File: config.mk
export PLATFORM = sky130hd
export DESIGN_NAME = tracker_status_led_driver
export DESIGN_NICKNAME = d
export VERILOG_FILES = /design/src/hw/rtl/tsld_pkg.sv /design/src/hw/rtl/tsld_dir.sv /design/src/hw/rtl/tsld_breath.sv /design/src/hw/rtl/tracker_status_led_driver.sv
export SDC_FILE = /design/constraint.sdc
export NUM_CORES = 1
export LEC_CHECK = 0
export ABC_AREA = 1
export BUFFER_PORTS_ARGS = -buffer_cell sky130_fd_sc_hd__buf_2
export CORE_UTILIZATION = 30
export CTS_BUF_LIST = sky130_fd_sc_hd__clkbuf_4 sky130_fd_sc_hd__clkbuf_8
export DETAILED_ROUTE_END_ITERATION = 8
export HOLD_SLACK_MARGIN = 0.08
export PLACE_DENSITY_LB_ADDON = 0.3
export REMOVE_ABC_BUFFERS = 1
export SETUP_SLACK_MARGIN = 0.1
export SYNTH_ARGS = -nofsm -noshare
export SYNTH_HDL_FRONTEND = slang
export SYNTH_SLANG_ARGS = --single-unit
File: constraint.sdc
create_clock -name clock -period 3.1 [get_ports clock]
set_input_delay 0.31 -clock clock [delete_from_list [all_inputs] [get_ports clock]]
set_output_delay 0.31 -clock clock [all_outputs]
set_load 0.005 [all_outputs]
File: src/hw/rtl/tsld_pkg.sv
// Shared types and constants for the tracker status LED driver.
// Self-contained; used by tsld_dir, tsld_breath and the top level.
package tsld_pkg;

   localparam int DUTY_BITS_DEF = 8;
   localparam int DUTY_OUT_W    = 8;
   localparam int ERR_W         = 13;
   localparam int DEADBAND_W    = 12;
   localparam int INTERVAL_W    = 16;
   localparam int PAUSE_W       = 16;
   localparam int TALLY_W       = 4;
   localparam int PERIOD_W      = 8;
   localparam int CSR_IDX_W     = 3;
   localparam int CSR_DATA_W    = 16;

   localparam logic [DEADBAND_W-1:0] DEADBAND_RST = 12'd100;
   localparam logic [INTERVAL_W-1:0] INTERVAL_RST = 16'd120;
   localparam logic [PAUSE_W-1:0]    PAUSE_RST    = 16'd1000;
   localparam logic [TALLY_W-1:0]    PULSES_RST   = 4'd2;
   localparam logic [PERIOD_W-1:0]   PERIOD_RST   = 8'd1;

   typedef enum logic [CSR_IDX_W-1:0] {
      CSR_DEADBAND   = 3'd0,
      CSR_INTERVAL   = 3'd1,
      CSR_PAUSE      = 3'd2,
      CSR_PULSES     = 3'd3,
      CSR_PERIOD     = 3'd4
   } csr_index_type;

   // breathing / blink settings handed to the duty unit
   typedef struct packed {
      logic [INTERVAL_W-1:0] blink_interval;
      logic [PAUSE_W-1:0]    pause_length;
      logic [TALLY_W-1:0]    pulses_per_group;
      logic [PERIOD_W-1:0]   step_period;
   } duty_cfg_type;

   typedef struct packed {
      logic left;
      logic right;
      logic up;
      logic down;
   } led_type;

endpackage

File: src/hw/rtl/tsld_dir.sv
// Direction LED rule: dark, auto-track deadband compare, or motor flags.
// Depends on tsld_pkg.
module tsld_dir (
   input  logic                                is_dark,
   input  logic                                track_mode,
   input  logic signed [tsld_pkg::ERR_W-1:0]   horiz_error,
   input  logic signed [tsld_pkg::ERR_W-1:0]   vert_error,
   input  tsld_pkg::led_type                   moving,
   input  logic [tsld_pkg::DEADBAND_W-1:0]     deadband,
   output tsld_pkg::led_type                   leds
);

   localparam int CMP_W = tsld_pkg::ERR_W + 1;

   logic signed [CMP_W-1:0] db_pos;
   logic signed [CMP_W-1:0] db_neg;
   logic signed [CMP_W-1:0] he_x;
   logic signed [CMP_W-1:0] ve_x;

   assign db_pos = signed'({{(CMP_W-tsld_pkg::DEADBAND_W){1'b0}}, deadband});
   assign db_neg = -db_pos;
   assign he_x   = CMP_W'(horiz_error);
   assign ve_x   = CMP_W'(vert_error);

   always_comb begin
      leds = '0;
      if (is_dark) begin
         leds = '0;
      end else if (track_mode) begin
         leds.left  = he_x > db_pos;
         leds.right = he_x < db_neg;
         leds.up    = ve_x > db_pos;
         leds.down  = ve_x < db_neg;
      end else begin
         leds = moving;
      end
   end

endmodule

File: src/hw/rtl/tsld_breath.sv
// Status duty unit: fault blink, triangle breathing ramp, rest between groups.
// Holds all duty state; depends on tsld_pkg.
module tsld_breath #(
   parameter int DUTY_BITS = tsld_pkg::DUTY_BITS_DEF
) (
   input  logic                               clock,
   input  logic                               reset,
   input  logic                               tick,
   input  logic                               fault,
   input  tsld_pkg::duty_cfg_type             cfg,
   output logic [tsld_pkg::DUTY_OUT_W-1:0]    duty_next
);

   localparam logic [DUTY_BITS-1:0] DUTY_FULL = '1;

   logic [DUTY_BITS-1:0]            level_ff, level_in;
   logic                            ramp_up_ff, ramp_up_in;
   logic [tsld_pkg::TALLY_W-1:0]    tally_ff, tally_in;
   logic                            resting_ff, resting_in;
   logic [tsld_pkg::PAUSE_W-1:0]    rest_ff, rest_in;
   logic [tsld_pkg::PERIOD_W-1:0]   step_ff, step_in;
   logic [tsld_pkg::INTERVAL_W-1:0] blink_ff, blink_in;
   logic                            lit_ff, lit_in;
   logic [DUTY_BITS-1:0]            held_ff, held_in;

   logic [tsld_pkg::PAUSE_W-1:0]    rest_sat;
   logic [tsld_pkg::PERIOD_W-1:0]   step_sat;
   logic [tsld_pkg::INTERVAL_W-1:0] blink_sat;
   logic [DUTY_BITS:0]              level_inc;
   logic [DUTY_BITS-1:0]            level_dec;
   logic [tsld_pkg::TALLY_W-1:0]    tally_inc;
   logic                            go;

   assign rest_sat  = (&rest_ff)  ? rest_ff  : rest_ff + 1'b1;
   assign step_sat  = (&step_ff)  ? step_ff  : step_ff + 1'b1;
   assign blink_sat = (&blink_ff) ? blink_ff : blink_ff + 1'b1;
   assign level_inc = {1'b0, level_ff} + 1'b1;
   assign level_dec = (level_ff != '0) ? level_ff - 1'b1 : '0;
   assign tally_inc = tally_ff + 1'b1;

   always_comb begin
      level_in   = level_ff;
      ramp_up_in = ramp_up_ff;
      tally_in   = tally_ff;
      resting_in = resting_ff;
      rest_in    = rest_sat;
      step_in    = step_sat;
      blink_in   = blink_sat;
      lit_in     = lit_ff;
      held_in    = held_ff;
      go         = 1'b0;
      if (fault) begin
         // breathing frozen; toggle once the interval has run out
         if (blink_sat >= cfg.blink_interval) begin
            blink_in = '0;
            lit_in   = !lit_ff;
            held_in  = !lit_ff ? DUTY_FULL : '0;
         end
      end else begin
         go = 1'b1;
         if (resting_ff) begin
            if (rest_sat >= cfg.pause_length) begin
               resting_in = 1'b0;
            end else begin
               go = 1'b0;
            end
         end
         if (go && (step_sat >= cfg.step_period)) begin
            step_in = '0;
            if (ramp_up_ff) begin
               if (level_inc >= {1'b0, DUTY_FULL}) begin
                  level_in   = DUTY_FULL;
                  ramp_up_in = 1'b0;
               end else begin
                  level_in = level_inc[DUTY_BITS-1:0];
               end
            end else begin
               level_in = level_dec;
               if (level_dec == '0) begin
                  // falling ramp reached zero: count the pulse
                  ramp_up_in = 1'b1;
                  tally_in   = tally_inc;
                  if (tally_inc >= cfg.pulses_per_group) begin
                     tally_in   = '0;
                     resting_in = 1'b1;
                     rest_in    = '0;
                  end
               end
            end
            held_in = level_in;
         end
      end
   end

   assign duty_next = tsld_pkg::DUTY_OUT_W'(held_in);

   always_ff @(posedge clock) begin
      if (reset) begin
         level_ff   <= '0;
         ramp_up_ff <= 1'b1;
         tally_ff   <= '0;
         resting_ff <= 1'b0;
         rest_ff    <= '0;
         step_ff    <= '1;
         blink_ff   <= '1;
         lit_ff     <= 1'b0;
         held_ff    <= '0;
      end else if (tick) begin
         level_ff   <= level_in;
         ramp_up_ff <= ramp_up_in;
         tally_ff   <= tally_in;
         resting_ff <= resting_in;
         rest_ff    <= rest_in;
         step_ff    <= step_in;
         blink_ff   <= blink_in;
         lit_ff     <= lit_in;
         held_ff    <= held_in;
      end
   end

endmodule

File: src/hw/rtl/tracker_status_led_driver.sv
// Channel  | ports                         | direction | beat
// ---------+-------------------------------+-----------+------------------------------
// req      | req_valid/req_stall, req_*    | in        | one millisecond tick
// rsp      | rsp_valid/rsp_stall, rsp_*    | out       | LED states and status duty
// csr      | csr_we, csr_index, csr_wdata  | in        | one register write
//
// One tick per cycle while the output is not stalled: a beat is registered on entry,
// the LED and duty update runs as combinational logic, and the result lands in the
// output register. rsp_valid rises once the beat has passed the entry and output registers.
// Synchronous active-high reset clears both stages and all duty state.
// A stalled output holds its beat while the input stage still takes one more.
// Top level of the tracker status LED driver; depends on tsld_pkg, tsld_dir, tsld_breath.
module tracker_status_led_driver #(
   parameter int DUTY_BITS = tsld_pkg::DUTY_BITS_DEF
) (
   input  logic                                    clock,
   input  logic                                    reset,
   input  logic                                    req_valid,
   output logic                                    req_stall,
   input  logic                                    req_is_dark,
   input  logic                                    req_track_mode,
   input  logic signed [tsld_pkg::ERR_W-1:0]       req_horiz_error,
   input  logic signed [tsld_pkg::ERR_W-1:0]       req_vert_error,
   input  logic                                    req_moving_left,
   input  logic                                    req_moving_right,
   input  logic                                    req_moving_up,
   input  logic                                    req_moving_down,
   input  logic                                    req_fault,
   output logic                                    rsp_valid,
   input  logic                                    rsp_stall,
   output logic                                    rsp_left_on,
   output logic                                    rsp_right_on,
   output logic                                    rsp_up_on,
   output logic                                    rsp_down_on,
   output logic [tsld_pkg::DUTY_OUT_W-1:0]         rsp_status_duty,
   input  logic                                    csr_we,
   input  logic [tsld_pkg::CSR_IDX_W-1:0]          csr_index,
   input  logic [tsld_pkg::CSR_DATA_W-1:0]         csr_wdata
);

   logic [tsld_pkg::DEADBAND_W-1:0] deadband_ff;
   tsld_pkg::duty_cfg_type          cfg_ff;

   logic                            s1_valid_ff, s1_valid_in;
   logic                            s1_dark_ff;
   logic                            s1_auto_ff;
   logic signed [tsld_pkg::ERR_W-1:0] s1_horiz_ff;
   logic signed [tsld_pkg::ERR_W-1:0] s1_vert_ff;
   tsld_pkg::led_type               s1_moving_ff;
   logic                            s1_fault_ff;

   logic                            rsp_valid_ff, rsp_valid_in;
   tsld_pkg::led_type               rsp_leds_ff, leds_in;
   logic [tsld_pkg::DUTY_OUT_W-1:0] rsp_duty_ff, duty_in;

   logic                            advance;
   logic                            req_take;
   logic                            tick;

   // output stage frees up when empty or being taken
   assign advance     = !rsp_valid_ff || !rsp_stall;
   assign req_stall   = s1_valid_ff && !advance;
   assign req_take    = req_valid && !req_stall;
   assign tick        = s1_valid_ff && advance;
   assign s1_valid_in = req_take ? 1'b1 : (advance ? 1'b0 : s1_valid_ff);
   assign rsp_valid_in = advance ? s1_valid_ff : rsp_valid_ff;

   always_ff @(posedge clock) begin
      if (reset) begin
         deadband_ff <= tsld_pkg::DEADBAND_RST;
         cfg_ff.blink_interval   <= tsld_pkg::INTERVAL_RST;
         cfg_ff.pause_length     <= tsld_pkg::PAUSE_RST;
         cfg_ff.pulses_per_group <= tsld_pkg::PULSES_RST;
         cfg_ff.step_period      <= tsld_pkg::PERIOD_RST;
      end else if (csr_we) begin
         case (csr_index)
            tsld_pkg::CSR_DEADBAND: begin
               deadband_ff <= csr_wdata[tsld_pkg::DEADBAND_W-1:0];
            end
            tsld_pkg::CSR_INTERVAL: begin
               cfg_ff.blink_interval <= csr_wdata[tsld_pkg::INTERVAL_W-1:0];
            end
            tsld_pkg::CSR_PAUSE: begin
               cfg_ff.pause_length <= csr_wdata[tsld_pkg::PAUSE_W-1:0];
            end
            tsld_pkg::CSR_PULSES: begin
               cfg_ff.pulses_per_group <= csr_wdata[tsld_pkg::TALLY_W-1:0];
            end
            tsld_pkg::CSR_PERIOD: begin
               cfg_ff.step_period <= csr_wdata[tsld_pkg::PERIOD_W-1:0];
            end
            default: begin
               // drop writes to unused indexes
            end
         endcase
      end
   end

   always_ff @(posedge clock) begin
      if (reset) begin
         s1_valid_ff  <= 1'b0;
         rsp_valid_ff <= 1'b0;
      end else begin
         s1_valid_ff  <= s1_valid_in;
         rsp_valid_ff <= rsp_valid_in;
      end
   end

   always_ff @(posedge clock) begin
      if (req_take) begin
         s1_dark_ff         <= req_is_dark;
         s1_auto_ff         <= req_track_mode;
         s1_horiz_ff        <= req_horiz_error;
         s1_vert_ff         <= req_vert_error;
         s1_moving_ff.left  <= req_moving_left;
         s1_moving_ff.right <= req_moving_right;
         s1_moving_ff.up    <= req_moving_up;
         s1_moving_ff.down  <= req_moving_down;
         s1_fault_ff        <= req_fault;
      end
      if (tick) begin
         rsp_leds_ff <= leds_in;
         rsp_duty_ff <= duty_in;
      end
   end

   tsld_dir u_dir (
      .is_dark     (s1_dark_ff),
      .track_mode  (s1_auto_ff),
      .horiz_error (s1_horiz_ff),
      .vert_error  (s1_vert_ff),
      .moving      (s1_moving_ff),
      .deadband    (deadband_ff),
      .leds        (leds_in)
   );

   tsld_breath #(
      .DUTY_BITS (DUTY_BITS)
   ) u_breath (
      .clock     (clock),
      .reset     (reset),
      .tick      (tick),
      .fault     (s1_fault_ff),
      .cfg       (cfg_ff),
      .duty_next (duty_in)
   );

   assign rsp_valid       = rsp_valid_ff;
   assign rsp_left_on     = rsp_leds_ff.left;
   assign rsp_right_on    = rsp_leds_ff.right;
   assign rsp_up_on       = rsp_leds_ff.up;
   assign rsp_down_on     = rsp_leds_ff.down;
   assign rsp_status_duty = rsp_duty_ff;

`ifndef SYNTH
   a_stall_needs_item: assert property (@(posedge clock) disable iff (reset)
      req_stall |-> s1_valid_ff)
      else $error("input stalled with empty entry stage");

   a_tick_gives_result: assert property (@(posedge clock) disable iff (reset)
      tick |=> rsp_valid)
      else $error("tick advanced but no result presented");

   a_dark_all_off: assert property (@(posedge clock) disable iff (reset)
      (tick && s1_dark_ff) |=>
         (!rsp_left_on && !rsp_right_on && !rsp_up_on && !rsp_down_on))
      else $error("direction LED lit in darkness");

   a_auto_exclusive: assert property (@(posedge clock) disable iff (reset)
      (tick && s1_auto_ff) |=> !(rsp_left_on && rsp_right_on))
      else $error("left and right both lit in auto-track");
`endif

endmodule
==> Word-level counts from Yosys, hierarchy flattened <==
Cells that the tools add are included.
Widths: inputs -> output; s select.
{ "op_classes": {"bitwise": 2, "n_eq_ne": 4, "n_reduce_logical": 26, "order_cmp": 9, "n_addsub": 7, "muxes": 35} }
{ "op_table": {"columns": ["op", "n"], "rows": [
  ["$mux 16", 9],
  ["$mux 8", 10],
  ["$add 16x1->16 const B", 2],
  ["$ge 16x16->1", 2],
  ["$reduce_and 16->1", 2],
  ["$lt 13x14->1", 2],
  ["$gt 13x13->1", 2],
  ["$mux 1", 14],
  ["$neg 12->14", 1],
  ["$reduce_and 2->1", 6],
  ["$add 8x1->9 const B", 1],
  ["$ge 9x8->1 const B", 1],
  ["$add 8x1->8 const B", 1],
  ["$ge 8x8->1", 1],
  ["$logic_not 8->1", 1],
  ["$mux 4", 2],
  ["$reduce_and 8->1", 1],
  ["$reduce_bool 8->1", 1],
  ["$sub 8x1->8 const B", 1],
  ["$eq 3x2->1 const B", 2],
  ["$reduce_and 3->1", 2],
  ["$logic_not 1->1", 5],
  ["$reduce_and 5->1", 1],
  ["$add 4x1->4 const B", 1],
  ["8 further kinds", 12]
]} }
{ "totals": {"out_inout_bits": 14, "word_cells": 113, "reg_bits": 166, "inputBits": 57} }

==> Logic depth before layout (Yosys ltp) <==
Gate-level depths: netlist of run 1.
{ "logic_depth": {"word_depth": 9, "depth_mapped": 26, "ltp_nobuf": 24} }

==> By module <==
From an unflattened synthesis of run 1, not the netlist that was laid out.
{ "hier_totals": {"hier_cells": 1500, "area_unflattened_um2": 10727.8} }
{ "by_module_without_submodules": {"columns": ["module", "seq_area_each_um2", "area_each_um2", "instances", "cells_each"], "rows": [
  ["tsld_breath", 1261.2, 5415.2, 1, 842],
  ["tracker_status_led_driver", 2512.4, 3673.5, 1, 377],
  ["tsld_dir", 0.0, 1639.1, 1, 281]
]} }

==> Least setup slack after synthesis of run 1 <==
No wires, ideal clock.
{ "synth_path": {"path_type": "register to register", "start": "register u_breath.rest_ff[0] (netlist bit)", "end": "register u_breath.level_ff[6]", "synth_period_minus_slack_ns": 3.159, "path_buffers": 4, "t_arrival_ns": 3.031, "slack_ns": -0.059, "setup_ns": 0.128, "stages_incl_launch_ff": 23, "required_ns": 2.972, "path_cell_list": "dfxtp_1 ha_1 inv_1 nor3_2 nand2_1 nor2_2 inv_2 buf_2 buf_1 nand2_1 ha_1 a21oi_1 nand2_1 a21oi_1 nand4_2 nand2_2 inv_2 buf_6 nand2_4 buf_6 nor2_2 a21oi_1 nor2_1"} }
{ "synth_between": {"elab_chain_cells": 8, "word_cells_on_any_way": 9, "classes_between": "add/sub: 1; order compare: 1; mux: 4; reduce/logical: 3"} }
{ "synth_rtl": {"columns": ["item", "line", "text"], "rows": [
  ["start, declared", "tsld_breath.sv:20", "logic [tsld_pkg::PAUSE_W-1:0] rest_ff, rest_in;"],
  ["start signal, assigned", "tsld_breath.sv:113", "rest_ff <= rest_in;"],
  ["$add 16x1->16 or $reduce_and 16->1 (tied branches)", "tsld_breath.sv:34", "assign rest_sat = (&rest_ff) ? rest_ff : rest_ff + 1'b1;"],
  ["$mux 16 (*)", "tsld_breath.sv:34", null],
  ["$ge 16x16->1 (*)", "tsld_breath.sv:62", "if (rest_sat >= cfg.pause_length) begin"],
  ["$mux 1 (*)", "tsld_breath.sv:62", null],
  ["$mux 1 (*)", "tsld_breath.sv:61", "if (resting_ff) begin"],
  ["$mux 1 (*)", "tsld_breath.sv:52", "if (fault) begin"],
  ["$logic_and 1x1->1 (*)", "tsld_breath.sv:68", "if (go && (step_sat >= cfg.step_period)) begin"],
  ["$reduce_and 3->1 (no source line) (*)", null, null],
  ["end signal, assigned", "tsld_breath.sv:109", "level_ff <= level_in;"],
  ["end, declared", "tsld_breath.sv:16", "logic [DUTY_BITS-1:0] level_ff, level_in;"]
]} }
Mark *: on every way between the ends. The rest lies on a longest branch, timed or not. The select of a mux whose other input is x is not followed.
A chain may end at the register's enable or synchronous reset.

==> Worst setup path in the final report of run 1 <==
{ "layout_path": {"start": "register u_breath.blink_ff[1] (netlist bit)", "end": "register u_breath.held_ff[2]"} }
{ "layout_between": {"elab_chain_cells": 5, "word_cells_on_any_way": 6, "classes_between": "add/sub: 1; order compare: 1; mux: 3; reduce/logical: 1"} }
{ "layout_rtl": {"columns": ["item", "line", "text"], "rows": [
  ["start, declared", "tsld_breath.sv:22", "logic [tsld_pkg::INTERVAL_W-1:0] blink_ff, blink_in;"],
  ["start signal, assigned", "tsld_breath.sv:115", "blink_ff <= blink_in;"],
  ["$add 16x1->16 or $reduce_and 16->1 (tied branches)", "tsld_breath.sv:36", "assign blink_sat = (&blink_ff) ? blink_ff : blink_ff + 1'b1;"],
  ["$mux 16 (*)", "tsld_breath.sv:36", null],
  ["$ge 16x16->1 (*)", "tsld_breath.sv:54", "if (blink_sat >= cfg.blink_interval) begin"],
  ["$mux 8 (*)", "tsld_breath.sv:54", null],
  ["$mux 8 (*)", "tsld_breath.sv:52", null],
  ["end signal, assigned", "tsld_breath.sv:117", "held_ff <= held_in;"],
  ["end, declared", "tsld_breath.sv:24", "logic [DUTY_BITS-1:0] held_ff, held_in;"]
]} }
Mark *: on every way between the ends. The rest lies on a longest branch, timed or not.

==> results by group, run 1 <==
Outcome
  – Status: complete, no violations

STA
  – Setup violation total in the final timing report: 0
  – Fin Hold WS: around 0.12 ns
  – Worst Skew: between 0.01 and 0.015 ns
  – Fmax: between 300 and 400 MHz
  – Hold Fails Final Rpt: 0
  – Final setup margin: approximately 0.022 ns
  – Setup TNS: 0 ns
  – Min Tclk post-route: between 3 and 4 ns
  – Slew HR: 0.2289
  – Final max-slew violation count: 0
  – Final Cycle Share: 0.9929
  – Worst Max-Slew Pin Slew: around 1.2 ns
  – RSZ-0062 raised after global routing: true

Drt
  – Final ANT Viol Nets: 0
  – Drt drc: 0
  – Via density per instance: around 4.8
  – WL final: ~28 mm
  – Wire length per cell: between 10 and 15 µm
  – First-pass iteration count of the detailed router: 5
  – Starting DRT DRC Count: around 520
  – Routed vias: approximately 9,000

Synthesis
  – Synth warn: 0
  – Share of the synthesized area in the top cell type: 0.2415
  – Synth area leader: dfxtp_1
  – Post-synth top flop: dfxtp_1
  – Mapped Area: roughly 10,000 µm²
  – Sequential share of the synthesized area: 0.3762
  – Multiplexer area fraction after synthesis: 0
  – Netlist cell types: between 40 and 50
  – XOR/XNOR share of the synthesized area: 0.03668
  – Synth Area in Adders: 0.1272
  – EDFF count, synth: 45
  – Synthesized area per cell: ~7.7 µm²
  – Synthesized-area fraction occupied by and/or/nand/nor cells: 0.2177
  – Flops & latches, synth: roughly 170
  – Async SR Flop Fraction: 0
  – Mapped Cells: around 1,300
  – Synth top area cells: dfxtp_1 (24%), edfxtp_1 (13%), ha_1 (13%), nand2_1 (9.5%), a21oi_1 (8.0%)
  – Largest family of logic cells by synthesized area: simple AND/OR/NAND/NOR gates
  – Post-synthesis compound-gate area fraction: 0.1601

Placement
  – Dpl cells: 1,827
  – HPWL after DPL: 18.94 mm
  – Gpl congestion: roughly 0.86
  – Dpl ws: -0.2360 ns
  – Buffers on Ports: 70

Finish
  – Ant diodes: 0
  – Layout cells sized above 1: 0.2664
  – Most frequent cells in the layout: nand2_1 (222), inv_1 (141), a21oi_1 (140)
  – Reg area: 3820 µm²
  – Commonest non-fill, non-tap cell in the layout: nand2_1
  – Final non-filler cell total: between 1,500 and 2,000
  – Fin nets: ~1,600
  – Fill cells: ~3,300
  – Area of the multi-input gates: roughly 6300 µm²
  – Layout area overhead: 31.49%

Critical path
  – CP Capture Type: register
  – CP Class: reg2reg
  – Crit-path cells: ha_4 > nand2_2 > inv_2 > nand3b_4 > nor2_4 > buf_4 > buf_4 > nand3_2 > nor2_2 > xor2_1 > ha_1 > nand2_2 > o21ai_1 > a21oi_2 > nand3_4 > buf_8 > o21ai_1 > nand2_1 > nand3_1 > nand2_1 > inv_1
  – Worst path slowest cell: dfxtp_4
  – Worst Path Required: 3.51 ns
  – Critical Path Start Type: register
  – Slowest stage delay, CP: 0.38 ns
  – Arrival time of the worst setup path: around 3.5 ns
  – CP max FO: 8

Floorplan
  – Total die area: 34,170 µm²
  – Rows: 66
  – Starting Density: 0.3067
  – Die W: around 180 µm
  – Die H: 184.8 µm
  – Core area: 32,700 µm²
  – I/O pin total: slightly above 70

Global route
  – Grt ovf: 0
  – First-pass GRT wire length: roughly 42 mm
  – Busiest layer in global routing: met2
  – Grt met1 use: 0.1968
  – Initial antenna violation count: 0
  – GR Util met3: 0.02497
  – Routing usage on met2: 0.2675
  – GR Util All Layers: 0.1544
  – Vias in the first global route: 8,577
  – Largest net degree at the start of global routing: between 50 and 60

Worst hold path
  – HP Class: in2reg

Flow run
  – Max Cap Violations: 0

Clocking
  – CTS tree: yes
  – Clk pin slew, worst setup/hold paths: 0.09 ns
  – Clock Path Buffers: 2
  – Clock latency on the worst-skew pair: between 0.4 and 0.5 ns
  – Number of buffers created by CTS: 17
  – Clock sinks: 166
  – Root Driver: clkbuf_8
  – # H-tree levels: 4

Power and ir drop
  – Pwr Total: about 5.5 mW
  – PD cells: approximately 420 nW/µm²
  – Max IR drop VDD: 0.2272 mV
  – Leakage power: between 5 and 6 nW
==> cell type report <==
| type | count | share of cell area |
|---|---|---|
| Multi-Input combinational cell | 931 | 0.4809 |
| Sequential cell | 166 | 0.2897 |
| Timing Repair Buffer | 189 | 0.1126 |
| Inverter | 165 | 0.04905 |
| Tap cell | 442 | 0.04194 |
| Clock buffer | 18 | 0.01831 |
| Clock inverter | 14 | 0.007495 |
==> power by group <==
| part | switching, mW | leakage [nW] | total [mW] | internal (mW) |
|---|---|---|---|---|
| clock | 0.885 | 0.170 | 1.46 | 0.570 |
| sequential | 0.0775 | 1.43 | 2.42 | 2.34 |
| combinational | 0.903 | 4.14 | 1.63 | 0.724 |
==> flip-flops by register name, indices dropped and copies added (netlist names), 4 cells and up <==
register           flops
cfg_ff                44
deadband_ff           12
rsp_status_duty        8
s1_horiz_ff           13
s1_moving_ff           4
s1_vert_ff            13
u_breath.blink_ff     16
u_breath.held_ff       8
u_breath.level_ff      8
u_breath.rest_ff      16
u_breath.step_ff       8
u_breath.tally_ff      4
==> critical path: cells and delay by family (launching register included) <==
kind                     cells  cell delay, ns
AO/OA/AOI/OAI                3            0.41
XOR/XNOR                     1            0.27
adder cells (fa/ha/maj)      2            0.43
buffers and inverters        5            0.52
flip-flops                   1            0.38
AND/OR/NAND/NOR             10            1.01
==> path summary, 6_finish.rpt <==
kind / from / end / slack (ns) / cells after the start
max: u_breath.blink_ff[1]$_SDFFE_PP1P_ / u_breath.held_ff[2]$_SDFFE_PP0P_ / 0.02 / 21
max reg2reg: u_breath.blink_ff[1]$_SDFFE_PP1P_ / u_breath.held_ff[2]$_SDFFE_PP0P_ / 0.02 / 21
min: csr_wdata[9] / cfg_ff[21]$_SDFFE_PP1P_ / 0.12 / 3
min reg2reg: cfg_ff[1]$_SDFFE_PP0P_ / cfg_ff[1]$_SDFFE_PP0P_ / 0.46 / 2
==> cells by family after synthesis <==
group,after synthesis
and+or+nand+nor,490
AOI/OAI and AO/OA,296
buffers and inverters,208
DFF,166
adders and majority gates,102
xor gates and xnor gates,42
==> per-stage QoR <==
step	instance area, µm²	utilization
CTS	12100	0.3701
detailed placement	11180	0.3418
global route	13190	0.4033
floorplan	9826	-
finish	13190	0.4033
global placement	11180	0.3418
==> synth_stat cells (2+ instances only) <==
master     instances
a21oi_1          160
buf_1              4
buf_2              6
buf_6              4
clkbuf_1          27
dfxtp_1          121
edfxtp_1          45
ha_1             102
inv_1            150
inv_2             15
nand2_1          254
nand2_4            3
nand3_1           74
nand3_2            4
nand4_1           25
nor2_1            85
nor2_2             8
nor2_4             2
nor3_1            18
nor3_2             5
nor4_1             4
o2111ai_1          2
o211ai_1          25
o21a_1             2
o21ai_0           76
o21ai_1           13
o21bai_1           8
o221ai_1           2
o31ai_1            4
xnor2_1            8
xor2_1            34
==> repair_timing <==
item,in CTS,in global routing
gates resized for setup,58,199
cloned,0,5
hold endpoints to repair,33,0
setup buffers,12,17
setup endpoints to repair,70,72
hold buffers,33,0
pin swaps,32,61
==> metal layers <==
| layer | share of wire | vias to the layer above | routed length [µm] |
|---|---|---|---|
| met5 | 0 | - | 0 |
| li1 | - | 4743 | - |
| met1 | 0.46 | 4331 | 12760 |
| met4 | 0.016 | 0 | 446 |
| met3 | 0.029 | 27 | 809 |
| met2 | 0.49 | 138 | 13580 |
No activity file was read; power rests on OpenSTA's default activity.
==> run 2, diff against run 1 <==
- CORE_UTILIZATION: 30 -> 40
==> results by group, run 2 (synthesis gave the netlist of run 1 again) <==
Drt
  – Via density per instance: between 5 and 6
  – Drt drc: 0
  – WL final: approximately 26 mm
  – Final ANT Viol Nets: 0
  – Wire length per cell: roughly 14 µm
  – Routed vias: around 9,100
  – First-pass iteration count of the detailed router: 5
  – Starting DRT DRC Count: 628

Finish
  – Area of the multi-input gates: about 6000 µm²
  – Fill cells: between 2,000 and 2,500
  – Layout area overhead: 24.70%
  – Most frequent cells in the layout: nand2_1 (236), a21oi_1 (148), inv_1 (144)
  – Commonest non-fill, non-tap cell in the layout: nand2_1
  – Max reg flops: between 40 and 50
  – Final core occ: 0.5113
  – Top Registers: cfg_ff x44, u_breath.blink_ff x16, u_breath.rest_ff x16
  – Ant diodes: 0
  – Layout cells sized above 1: 0.2226
  – Fin nets: between 1,500 and 2,000
  – Largest register by flop count: cfg_ff
  – Reg area: approximately 3800 µm²

Power and ir drop
  – Switching share of power: 0.3308
  – PD cells: 432.5 nW/µm²
  – Clock group share of total power: 0.286
  – Leakage power: around 5.6 nW
  – Power Internal: 3.620 mW
  – Power share of the combinational group: 0.267
  – Sequential share of power: 0.447
  – Net load switching power: 1.790 mW
  – Max IR drop VDD: 0.2584 mV

Critical path
  – Critical Path Start Type: register
  – Worst Setup SP: u_breath.rest_ff[1]$_SDFFE_PP0P_
  – FF-to-FF path depth: 17
  – CP Capture Type: register
  – CP Class: reg2reg
  – Worst Path Required: roughly 3.4 ns
  – Bufs and invs on worst path: 3
  – Crit-path cells: ha_1 > inv_1 > nor3_4 > nand2_2 > xor2_1 > nand2_1 > ha_1 > nand4_1 > nor3_4 > nand3_2 > nand4_4 > nand2_4 > inv_8 > nand2_4 > clkbuf_16 > o21ai_1 > a21oi_1
  – Arrival time of the worst setup path: between 3 and 4 ns
  – Reg-to-Reg Start: u_breath.rest_ff[1]$_SDFFE_PP0P_
  – Slowest stage delay, CP: 0.38 ns
  – CP max FO: 12
  – R2R setup slack: around 0.065 ns
  – Reg2reg end: u_breath.rest_ff[9]$_SDFFE_PP0P_
  – Critical Path Sink: u_breath.rest_ff[9]$_SDFFE_PP0P_
  – Critical Path Stages: 17
  – Cell family with most CP delay: simple AND/OR/NAND/NOR gates
  – Worst path slowest cell: dfxtp_4

STA
  – Min Tclk post-route: 3.035 ns
  – Worst Max-Slew Pin Slew: 0.6994 ns
  – Setup TNS: 0 ns
  – Final max-slew violation count: 0
  – Hold Fails Final Rpt: 0
  – Worst Skew: around 0.011 ns
  – RSZ-0062 raised after global routing: true
  – Setup violation total in the final timing report: 0
  – Slew HR: 0.5320
  – Fmax: between 300 and 400 MHz
  – Final Cycle Share: 0.9789

Placement
  – HPWL after DPL: between 15 and 20 mm
  – Buffers on Ports: 70
  – Gpl congestion: around 0.89

Floorplan
  – Rows: 57
  – I/O pin total: 71
  – Starting Density: 0.4100
  – Total die area: ~26,000 µm²
  – Die H: ~160 µm
  – Die W: roughly 160 µm
  – Core area: roughly 24,000 µm²

Global route
  – Grt ovf: 0
  – Largest net degree at the start of global routing: between 50 and 60
  – Initial antenna violation count: 0
  – First-pass GRT wire length: 41.43 mm
  – GR Util All Layers: 0.1989
  – Vias in the first global route: roughly 8,500

Clocking
  – CTS tree: yes
  – Clock sinks: 166
  – Root Driver: clkbuf_8
  – Clock latency on the worst-skew pair: 0.46 ns
  – # H-tree levels: 4
  – Clock Path Buffers: 2
  – Number of buffers created by CTS: 17
  – Clk pin slew, worst setup/hold paths: around 0.1 ns

Flow run
  – Max Cap Violations: 0

Worst hold path
  – HP Class: in2reg

Outcome
  – Status: complete, no violations
## run 2: area by class of cell
class                      instances  area share
inverter                         165     0.05072
clock inverter                    15     0.01130
timing repair buffer             176      0.1044
sequential                       166      0.3038
tap                              324     0.03241
clock buffer                      17     0.01871
multi-input combinational        930      0.4786
## run 2: worst min-delay path by stage
stage,from,endpoint,slack [ns],cells past startpoint
floorplan,reset,rsp_valid$_SDFFE_PP0N_,0.38,1
global placement,cfg_ff[7]$_SDFFE_PP0P_,cfg_ff[7]$_SDFFE_PP0P_,0.45,2
detailed placement,cfg_ff[39]$_SDFFE_PP0P_,cfg_ff[39]$_SDFFE_PP0P_,0.45,2
CTS,csr_wdata[9],cfg_ff[21]$_SDFFE_PP1P_,0.09,3
global route,csr_wdata[9],cfg_ff[21]$_SDFFE_PP1P_,0.09,3
finish,req_valid,s1_valid_ff$_SDFFE_PP0P_,0.11,3
## run 2: power groups by stage
stage	Sequential (mW)	Clock (mW)	Combinational [mW]
after floorplan	2.45	0	0.743
after global placement	2.46	0	1.11
after detailed placement	2.46	0	1.14
after CTS	2.41	1.58	1.26
after global routing	2.43	1.66	1.61
final	2.42	1.55	1.44
## run 2: worst reg2reg max path: cells and delay by family, from the launching register on
kind	cells	cell delay [ns]
compound gates	2	0.20
xor+xnor	1	0.27
fa+ha+maj	2	0.46
buf+inv	3	0.37
flops	1	0.38
simple gates	9	1.22
## run 2: what timing repair did
item	in CTS	in global routing
pin swaps	14	52
gates cloned	0	1
setup buffers	11	17
endpoints found under the hold margin	34	0
gates resized for setup	50	120
endpoints found under the setup margin	71	72
hold buffers	34	0
## run 2: layer usage
layer	vias to the layer above	track usage	routed length [µm]	share of wire
met1	4208	0.2538	11610	0.45
met2	201	0.3462	12790	0.49
met3	38	0.02867	957	0.037
met5	-	0	0	0
met4	0	0.06104	609	0.023
li1	4693	-	-	-
## run 2: stage by stage
step	total power [mW]	instance area [µm²]	hold WS, ns	std cells	setup slack [ns]
after global placement	3.572	10920	0.4497	1698	-0.1294
after detailed placement	3.600	10920	0.4542	1698	-0.1896
after floorplan	3.189	9826	0.3791	1261	-0.1844
after CTS	5.258	11890	0.09022	1775	0.1048
after global routing	5.707	12510	0.09112	1793	-0.1258
final	5.410	12510	0.1129	1793	0.06546
